### src/hw/rtl/eatrm_pkg.sv
`timescale 1ns / 1ps
// ----------------------------------------------------------------------------
// eatrm_pkg
// types, constants and helpers for the euler angle to rotation matrix block
// ----------------------------------------------------------------------------
package eatrm_pkg;

  localparam int ANGLE_BITS_DEF          = 16;
  localparam int ENTRY_FRACTION_BITS_DEF = 14;
  localparam int CORDIC_STAGES_DEF       = 16;

  localparam int FIELD_W = 16;
  localparam int XY_W    = 34;
  localparam int Z_W     = 33;
  localparam int Q_W     = 32;

  localparam logic signed [XY_W-1:0] GAIN_Q30 = 34'sd652032874;
  localparam logic signed [Q_W-1:0]  Q30_ONE  = 32'sd1073741824;

  typedef struct packed {
    logic signed [FIELD_W-1:0] angle_a;
    logic signed [FIELD_W-1:0] angle_b;
    logic signed [FIELD_W-1:0] angle_c;
  } in_item_t;

  typedef struct packed {
    logic signed [FIELD_W-1:0] m00;
    logic signed [FIELD_W-1:0] m10;
    logic signed [FIELD_W-1:0] m20;
    logic signed [FIELD_W-1:0] m01;
    logic signed [FIELD_W-1:0] m11;
    logic signed [FIELD_W-1:0] m21;
    logic signed [FIELD_W-1:0] m02;
    logic signed [FIELD_W-1:0] m12;
    logic signed [FIELD_W-1:0] m22;
  } out_item_t;

  typedef logic signed [Q_W-1:0] q30_t;

  typedef struct packed {
    q30_t ca;
    q30_t sa;
    q30_t cb;
    q30_t sb;
    q30_t cc;
    q30_t sc;
  } trig_t;

  function automatic logic signed [Z_W-1:0] atan_turn(input int i);
    logic signed [Z_W-1:0] r;
    case (i)
      0: r = 33'sd536870912;   1: r = 33'sd316933406;
      2: r = 33'sd167458907;   3: r = 33'sd85004756;
      4: r = 33'sd42667331;    5: r = 33'sd21354465;
      6: r = 33'sd10680862;    7: r = 33'sd5340245;
      8: r = 33'sd2670163;     9: r = 33'sd1335087;
      10: r = 33'sd667544;     11: r = 33'sd333772;
      12: r = 33'sd166886;     13: r = 33'sd83443;
      14: r = 33'sd41722;      15: r = 33'sd20861;
      16: r = 33'sd10430;      17: r = 33'sd5215;
      18: r = 33'sd2608;       19: r = 33'sd1304;
      20: r = 33'sd652;        21: r = 33'sd326;
      22: r = 33'sd163;        23: r = 33'sd81;
      24: r = 33'sd41;         25: r = 33'sd20;
      26: r = 33'sd10;         27: r = 33'sd5;
      28: r = 33'sd3;          29: r = 33'sd1;
      30: r = 33'sd1;
      default: r = '0;
    endcase
    return r;
  endfunction

  // q30 product, rounded
  function automatic q30_t qmul(input q30_t a, input q30_t b);
    logic signed [63:0] p;
    p = 64'(a) * 64'(b) + 64'sd536870912;
    return q30_t'(p >>> 30);
  endfunction

endpackage

### src/hw/rtl/eatrm_cordic.sv
`timescale 1ns / 1ps
// ----------------------------------------------------------------------------
// eatrm_cordic
// unrolled rotation-mode cordic, one stage per register, gives cos and sin
// ----------------------------------------------------------------------------
module eatrm_cordic #(
  parameter int ANGLE_BITS    = eatrm_pkg::ANGLE_BITS_DEF,
  parameter int CORDIC_STAGES = eatrm_pkg::CORDIC_STAGES_DEF
) (
  input  logic                                 clk,
  input  logic                                 en,
  input  logic signed [eatrm_pkg::FIELD_W-1:0] angle,
  output eatrm_pkg::q30_t                      cos_q,
  output eatrm_pkg::q30_t                      sin_q
);

  localparam int XW = eatrm_pkg::XY_W;
  localparam int ZW = eatrm_pkg::Z_W;

  logic signed [XW-1:0] x [CORDIC_STAGES+1];
  logic signed [XW-1:0] y [CORDIC_STAGES+1];
  logic signed [ZW-1:0] z [CORDIC_STAGES+1];
  logic                 flip [CORDIC_STAGES+1];

  logic [31:0] t;
  logic [31:0] tf;
  logic        fl;

  // low ANGLE_BITS of the field scaled to a 32-bit turn
  always_comb begin
    t  = {{(32-eatrm_pkg::FIELD_W){1'b0}}, angle} << (32 - ANGLE_BITS);
    fl = t[31] ^ t[30];
    tf = fl ? t + 32'h8000_0000 : t;
  end

  always_ff @(posedge clk) begin
    if (en) begin
      x[0]    <= eatrm_pkg::GAIN_Q30;
      y[0]    <= '0;
      z[0]    <= {tf[31], tf};
      flip[0] <= fl;
    end
  end

  for (genvar i = 0; i < CORDIC_STAGES; i++) begin : g_stage
    always_ff @(posedge clk) begin
      if (en) begin
        flip[i+1] <= flip[i];
        if (!z[i][ZW-1]) begin
          x[i+1] <= x[i] - (y[i] >>> i);
          y[i+1] <= y[i] + (x[i] >>> i);
          z[i+1] <= z[i] - eatrm_pkg::atan_turn(i);
        end else begin
          x[i+1] <= x[i] + (y[i] >>> i);
          y[i+1] <= y[i] - (x[i] >>> i);
          z[i+1] <= z[i] + eatrm_pkg::atan_turn(i);
        end
      end
    end
  end

  logic signed [XW-1:0] xo;
  logic signed [XW-1:0] yo;
  localparam logic signed [XW-1:0] LIM = XW'(eatrm_pkg::Q30_ONE);

  always_comb begin
    xo = flip[CORDIC_STAGES] ? -x[CORDIC_STAGES] : x[CORDIC_STAGES];
    yo = flip[CORDIC_STAGES] ? -y[CORDIC_STAGES] : y[CORDIC_STAGES];
  end

  always_ff @(posedge clk) begin
    if (en) begin
      cos_q <= (xo > LIM) ? eatrm_pkg::Q30_ONE : (xo < -LIM) ? -eatrm_pkg::Q30_ONE
             : eatrm_pkg::q30_t'(xo);
      sin_q <= (yo > LIM) ? eatrm_pkg::Q30_ONE : (yo < -LIM) ? -eatrm_pkg::Q30_ONE
             : eatrm_pkg::q30_t'(yo);
    end
  end

endmodule

### config.mk
export PLATFORM = sky130hd
export DESIGN_NAME = eatrm_cordic
export DESIGN_NICKNAME = d
export VERILOG_FILES = /design/src/hw/rtl/eatrm_pkg.sv /design/src/hw/rtl/eatrm_cordic.sv
export SDC_FILE = /design/constraint.sdc
export NUM_CORES = 2
export LEC_CHECK = 0
export BUFFER_PORTS_ARGS = -buffer_cell sky130_fd_sc_hd__buf_4
export CORE_UTILIZATION = 60
export DETAILED_ROUTE_END_ITERATION = 10
export PLACE_DENSITY = 0.76
export SYNTH_ARGS = -nofsm -noshare
export SYNTH_HDL_FRONTEND = slang
export SYNTH_SLANG_ARGS = --single-unit
### constraint.sdc
create_clock -name clk -period 12.4 [get_ports clk]
set_input_delay 0.62 -clock clk [delete_from_list [all_inputs] [get_ports clk]]
set_output_delay 0.62 -clock clk [all_outputs]
set_load 0.01 [all_outputs]
* Word-level counts from Yosys, hierarchy flattened
Memory sizes are Yosys's and may differ from the RTL's.
Cells that the tools add are included.
** Operators by class
- Bitwise logic cells :: 49
- Muxes and demuxes :: 151
- Add/subtract/negate cells :: 98
- $lt $le $gt $ge :: 4
- Reduce and logical (&&, ||, !) cells :: 2
** Operator list (number)
- $mux W34 :: 34
- $mux W33 :: 16
- $mux W1 :: 98
- $mux W32 :: 3
- $add A34 B19 Y34 :: 2
- $add A34 B20 Y34 :: 2
- $add A34 B21 Y34 :: 2
- $add A34 B22 Y34 :: 2
- $add A34 B23 Y34 :: 2
- $add A34 B24 Y34 :: 2
- $add A34 B25 Y34 :: 2
- $add A34 B26 Y34 :: 2
- $add A34 B27 Y34 :: 2
- $add A34 B28 Y34 :: 2
- $add A34 B29 Y34 :: 2
- $add A34 B30 Y34 :: 2
- $add A34 B31 Y34 :: 2
- $add A34 B32 Y34 :: 2
- $add A34 B33 Y34 :: 2
- $gt A34 B32 Y1 const B :: 2
- $lt A34 B31 Y1 const B :: 2
- $neg A34 Y34 :: 2
- $sub A34 B19 Y34 :: 2
- $sub A34 B20 Y34 :: 2
- 51 further kinds :: 113
** Storage, ports and cells
- Bits in writable memories :: 1734
- Logic and storage cells :: 312
- Memories kept :: 4
- Output and inout port bits :: 64
- Input port bits :: 18
- Flip-flop bits (word level) :: 64
** Memory list
- x :: words 17, width 34, read ports 17, clocked after memory_dff 0, write ports 17, RTL line eatrm_cordic.sv:20 : logic signed [XW-1:0] x [CORDIC_STAGES+1];
- y :: words 17, width 34, read ports 17, clocked after memory_dff 0, write ports 17, RTL line eatrm_cordic.sv:21 : logic signed [XW-1:0] y [CORDIC_STAGES+1];
- z :: words 17, width 33, read ports 16, clocked after memory_dff 0, write ports 17, RTL line eatrm_cordic.sv:22 : logic signed [ZW-1:0] z [CORDIC_STAGES+1];
- flip :: words 17, width 1, read ports 17, clocked after memory_dff 0, write ports 17, RTL line eatrm_cordic.sv:23 : logic flip [CORDIC_STAGES+1];

* Depth between registers and ports, before layout
An unclocked memory read counts as a cell.
- Depth after elaboration :: 5
- Mapped depth :: 22
- Depth with buffers taken out :: 21

* Worst setup path before layout
OpenSTA, ideal clock, no wires.
- Kind :: in2reg
- Start :: input port en
- End :: memory y[6][30] in the netlist's numbering (data pin)
- Setup slack :: 7124 ps
- Data required time :: 12205 ps
- Buffers on the path :: 4
- Setup time :: 195 ps
- Stages on the path :: 20
- Data arrival time :: 5081 ps
- Path through :: clkbuf_1 clkbuf_1 nand2_1 inv_1 clkbuf_1 clkbuf_1 nor2_1 xnor2_1 ha_1 nor2b_1 o21ai_0 a21boi_0 o31a_1 a311oi_1 o21ai_0 a21oi_1 o21ai_0 a311oi_1 nor2_1 o311ai_0
** RTL lines
- start, declared :: RTL line eatrm_cordic.sv:11 : input logic en,
- end, declared :: RTL line eatrm_cordic.sv:21

==> impl_summary.txt <==
----------------------------------------------------
[Run status]
  Outcome ... finished, final reports clean

[Die]
  Floorplan die height ... 458 um
  Standard cell core area ... 0.206 sq mm
  Number of standard-cell rows in the floorplan ... 166
  Floorplan die width ... 458 um
  Top-level port count ... 82
  Starting Density ... 60.6%
  DIE AREA ... 0.210 sq mm

[GRT]
  Gr usage total ... 29.7%
  Met3 Resource Use GR ... 3.75%
  Pin count of the biggest net entering global routing ... 145
  GR Util met1 ... 38.9%
  Via count of the first global-routing pass ... 95177
  Grt ovf ... 0
  Antenna violations before repair ... 4
  Wire length of the first global-routing pass ... 506000 um
  Met2 GRT Util ... 50.7%
  Most congested layer reported by global routing ... met2

[Worst setup path]
  Endpoint class of the critical path ... flop
  Data arrival time of the critical path ... 6.88 ns
  Reg2Reg Launch Point ... x[4][8]
  Crit path max fanout ... 90
  Required time of the worst setup path ... 13.02 ns
  Startpoint type of the worst setup path ... input port
  Source of the critical timing path ... en
  Reg2reg setup slack ... 6.31 ns
  R2R depth ... 18
  Terminus of the critical flop-to-flop path ... y[5][33]
  Worst setup path class ... input port to flop
  Crit path to ... y[6][30]

[Drt]
  Number of iterations in the first detailed-routing pass ... 6
  Antenna Nets Post-Route ... 0
  Routed vias/inst ... 6.24
  Via count ... 99148
  Mean routed wirelength per cell ... 20.1 um
  Remaining routing DRC violations ... 0
  Aggregate routed wire length ... 319000 um
  Detailed Route Iter0 Violations ... 7688

[Timing]
  Maximum clock frequency ... 160 MHz
  Final-report setup violation count ... 0
  Slew at the pin with the worst max-slew slack ... 1.33 ns
  Final-layout setup total negative slack ... 0 ns
  Worst slack on hold paths ... 0.0986 ns
  Hold violation count in the final report ... 0
  Final Cycle Share ... 50.5%
  Largest clock skew in the final design ... 0.0396 ns
  Unrepaired setup endpoints after global routing ... false
  Max-slew violation count ... 0
  Tmin final ... 6.26 ns
  Slew headroom ... 10.3%

[Synth]
  Average cell area after synthesis ... 9.63 sq um
  Number of library cell types mapped by synthesis ... 95
  Ys async rst share ... 0%
  Syn. warnings ... 0
  Number of enable-type register cells in the synthesized netlist ... 1512
  Post-synthesis cell area ... 0.125 sq mm
  Most used DFF post-synth ... sky130_fd_sc_hd__edfxtp_1
  Synth Register Bits ... 1512
  Share of synthesized area occupied by flip-flops and latches ... 36.4%
  Syn nets ... 14373
  Cells after synthesis ... 12949

[Clock tree]
  Clk Tree Root Cell ... sky130_fd_sc_hd__clkbuf_16
  H-Tree Depth ... 4
  Maximum count of clock buffers along a single path ... 3
  TritonCTS clock tree ... done
  Number of buffers inserted during clock tree synthesis ... 170
  Clock latency at the later pin of the worst-skew pair ... 0.85 ns
  Clock sink count ... 1512
  Buffer count from post-CTS setup fixing ... 0
  Clock transition time at the flip-flop clock pins of the worst setup and hold paths ... 0.06 ns

[Cells and area]
  Filler instances ... 16469
  Total Nets Final ... 14495
  Area growth from synthesis to layout ... 7.54%
  Fraction of final layout cells with drive strength greater than 1 ... 4.33%

[Flow run]
  Number of maximum-capacitance constraint violations ... 0

[Hold path]
  Hold Crit Class ... input port to flop

[Placement]
  Post-DP HPWL ... 250000 um
  Final RePlAce weighted congestion ... 0.962
  Buffers on Ports ... 81

----------------------------------------------------
[synthesized netlist by cell type, types with 24 or more instances]
cell	count	area [sq um]
sky130_fd_sc_hd__nor3_1	327	1640
sky130_fd_sc_hd__o31ai_1	139	1040
sky130_fd_sc_hd__inv_1	536	2010
sky130_fd_sc_hd__clkbuf_1	164	616
sky130_fd_sc_hd__xor2_1	658	5760
sky130_fd_sc_hd__a211o_1	40	350
sky130_fd_sc_hd__nand3b_1	32	240
sky130_fd_sc_hd__and2_1	75	469
sky130_fd_sc_hd__o2111ai_1	27	236
sky130_fd_sc_hd__ha_1	1364	17100
sky130_fd_sc_hd__a21boi_0	45	338
sky130_fd_sc_hd__and3_1	121	757
sky130_fd_sc_hd__mux2i_1	65	651
sky130_fd_sc_hd__nor2_1	1105	4150
sky130_fd_sc_hd__nor4_1	78	488
sky130_fd_sc_hd__a2111oi_0	30	263
sky130_fd_sc_hd__buf_1	34	128
sky130_fd_sc_hd__edfxtp_1	1512	45400
sky130_fd_sc_hd__or4_1	55	413
sky130_fd_sc_hd__nor3b_1	35	263
sky130_fd_sc_hd__o21bai_1	146	1100
sky130_fd_sc_hd__or2_2	50	313
sky130_fd_sc_hd__nand2b_1	198	1240
sky130_fd_sc_hd__a211oi_1	91	683
sky130_fd_sc_hd__o21ai_0	710	3550
sky130_fd_sc_hd__o211ai_1	68	510
sky130_fd_sc_hd__mux2_2	43	484
sky130_fd_sc_hd__fa_1	42	841
sky130_fd_sc_hd__o21a_1	207	1550
sky130_fd_sc_hd__nand4_1	71	444
sky130_fd_sc_hd__a21o_1	565	4240
sky130_fd_sc_hd__a31o_2	40	350
sky130_fd_sc_hd__nand2_1	749	2810
sky130_fd_sc_hd__o311ai_0	24	210
sky130_fd_sc_hd__nand3_1	202	1010
sky130_fd_sc_hd__o41ai_1	62	543
sky130_fd_sc_hd__xnor2_1	1217	10700
sky130_fd_sc_hd__or3_1	87	544
sky130_fd_sc_hd__a31oi_1	126	788
sky130_fd_sc_hd__nor2b_1	161	1010
sky130_fd_sc_hd__a21oi_1	1316	6590
[critical path, stage by stage]
cell,delay [ns]
sky130_fd_sc_hd__buf_16,0.24
sky130_fd_sc_hd__buf_4,0.47
sky130_fd_sc_hd__nand2_2,0.06
sky130_fd_sc_hd__buf_4,0.30
sky130_fd_sc_hd__inv_1,0.64
sky130_fd_sc_hd__buf_4,0.47
sky130_fd_sc_hd__nor2_1,0.10
sky130_fd_sc_hd__xnor2_1,0.14
sky130_fd_sc_hd__ha_1,0.33
sky130_fd_sc_hd__nor2b_1,0.14
sky130_fd_sc_hd__o21ai_0,0.24
sky130_fd_sc_hd__a21boi_0,0.21
sky130_fd_sc_hd__o31a_1,0.31
sky130_fd_sc_hd__a311oi_1,0.40
sky130_fd_sc_hd__o21ai_0,0.22
sky130_fd_sc_hd__a21oi_1,0.42
sky130_fd_sc_hd__o21ai_0,0.26
sky130_fd_sc_hd__a311oi_1,0.48
sky130_fd_sc_hd__nor2_1,0.13
sky130_fd_sc_hd__o311ai_0,0.34
[final cells by class]
| type | count | area [sq um] | area share, % |
|---|---|---|---|
| multi-input cells | 10686 | 76500 | 57.0 |
| flip-flops and latches | 1512 | 45400 | 33.9 |
| clock buffers | 194 | 4410 | 3.29 |
| well taps | 2688 | 3360 | 2.51 |
| inverters | 545 | 2050 | 1.53 |
| repair buffers | 156 | 1240 | 0.926 |
| clock inverters | 115 | 1140 | 0.852 |
| diodes | 2 | 5.00 | 0.00373 |
[metal layers]
layer  part of all wire, %  wire (um)  up-vias
li1                      -          -    48339
met1                    43     138000    47152
met2                    47     151000     3053
met3                   6.0      19200      600
met4                   3.4      10800        4
met5                0.0097         31        -
[how the worst min path moves through the flow]
stage | start | end | slack, ns | depth (start not counted)
floorplan | flip[0][9] | flip[0][10] | 0.40 | 0
global placement | flip[0][2] | flip[0][3] | 0.40 | 0
detailed placement | flip[0][9] | flip[0][10] | 0.41 | 0
CTS | angle[15] | flip[0][0] | 0.03 | 2
global route | angle[15] | flip[0][0] | 0.07 | 2
finish | angle[15] | flip[0][0] | 0.1 | 2
[through the flow]
| stage | std cells | worst slack, ns | area, sq um | utilization (%) |
|---|---|---|---|---|
| final | 15898 | 6.14 | 134000 | 65.2 |
| after CTS | 15896 | 6.35 | 134000 | 65.2 |
| after detailed placement | 15572 | 5.53 | 128000 | 62.4 |
| after global placement | 15572 | 5.60 | 128000 | 62.4 |
| after global routing | 15898 | 5.90 | 134000 | 65.2 |
| after floorplan | 12949 | 7.12 | 125000 | - |
[state kept, by name, indices dropped and copies added, names as in the netlist]
register  flops
flip         17
cos_q        32
sin_q        32
x           484
y           511
z           436
[kinds of logic after synthesis]
family	Yosys count	share of synthesized area [%]
buffers and inverters	751	2.27
and+or+nand+nor	3422	13.2
muxes	108	0.910
DFF	1512	36.4
adders and majority gates	1406	14.4
AOI/OAI and AO/OA	3874	19.7
xor gates and xnor gates	1876	13.2
[cell usage in the layout (no fill, tap or decap), types with 125 or more instances in the layout]
| cell | count |
|---|---|
| sky130_fd_sc_hd__edfxtp_1 | 1512 |
| sky130_fd_sc_hd__nand3_1 | 202 |
| sky130_fd_sc_hd__nor3_1 | 327 |
| sky130_fd_sc_hd__a21oi_1 | 1316 |
| sky130_fd_sc_hd__a21o_1 | 565 |
| sky130_fd_sc_hd__ha_1 | 1364 |
| sky130_fd_sc_hd__nand2_1 | 741 |
| sky130_fd_sc_hd__o21bai_1 | 146 |
| sky130_fd_sc_hd__a31oi_1 | 125 |
| sky130_fd_sc_hd__o21ai_0 | 710 |
| sky130_fd_sc_hd__nor2_1 | 1105 |
| sky130_fd_sc_hd__buf_4 | 139 |
| sky130_fd_sc_hd__xnor2_1 | 1217 |
| sky130_fd_sc_hd__clkbuf_16 | 173 |
| sky130_fd_sc_hd__nor2b_1 | 161 |
| sky130_fd_sc_hd__o31ai_1 | 139 |
| sky130_fd_sc_hd__xor2_1 | 658 |
| sky130_fd_sc_hd__o21a_1 | 207 |
| sky130_fd_sc_hd__nand2b_1 | 198 |
| sky130_fd_sc_hd__inv_1 | 533 |
[repair_timing]
action | in CTS | in global routing
endpoints found under the setup margin | 0 | 0
hold buffers | 15 | 0
endpoints found under the hold margin | 16 | 0
gates resized for setup | 0 | 0
Power is not shown: default switching activity piles up to over one toggle a cycle in this logic, so the estimate is an artifact.
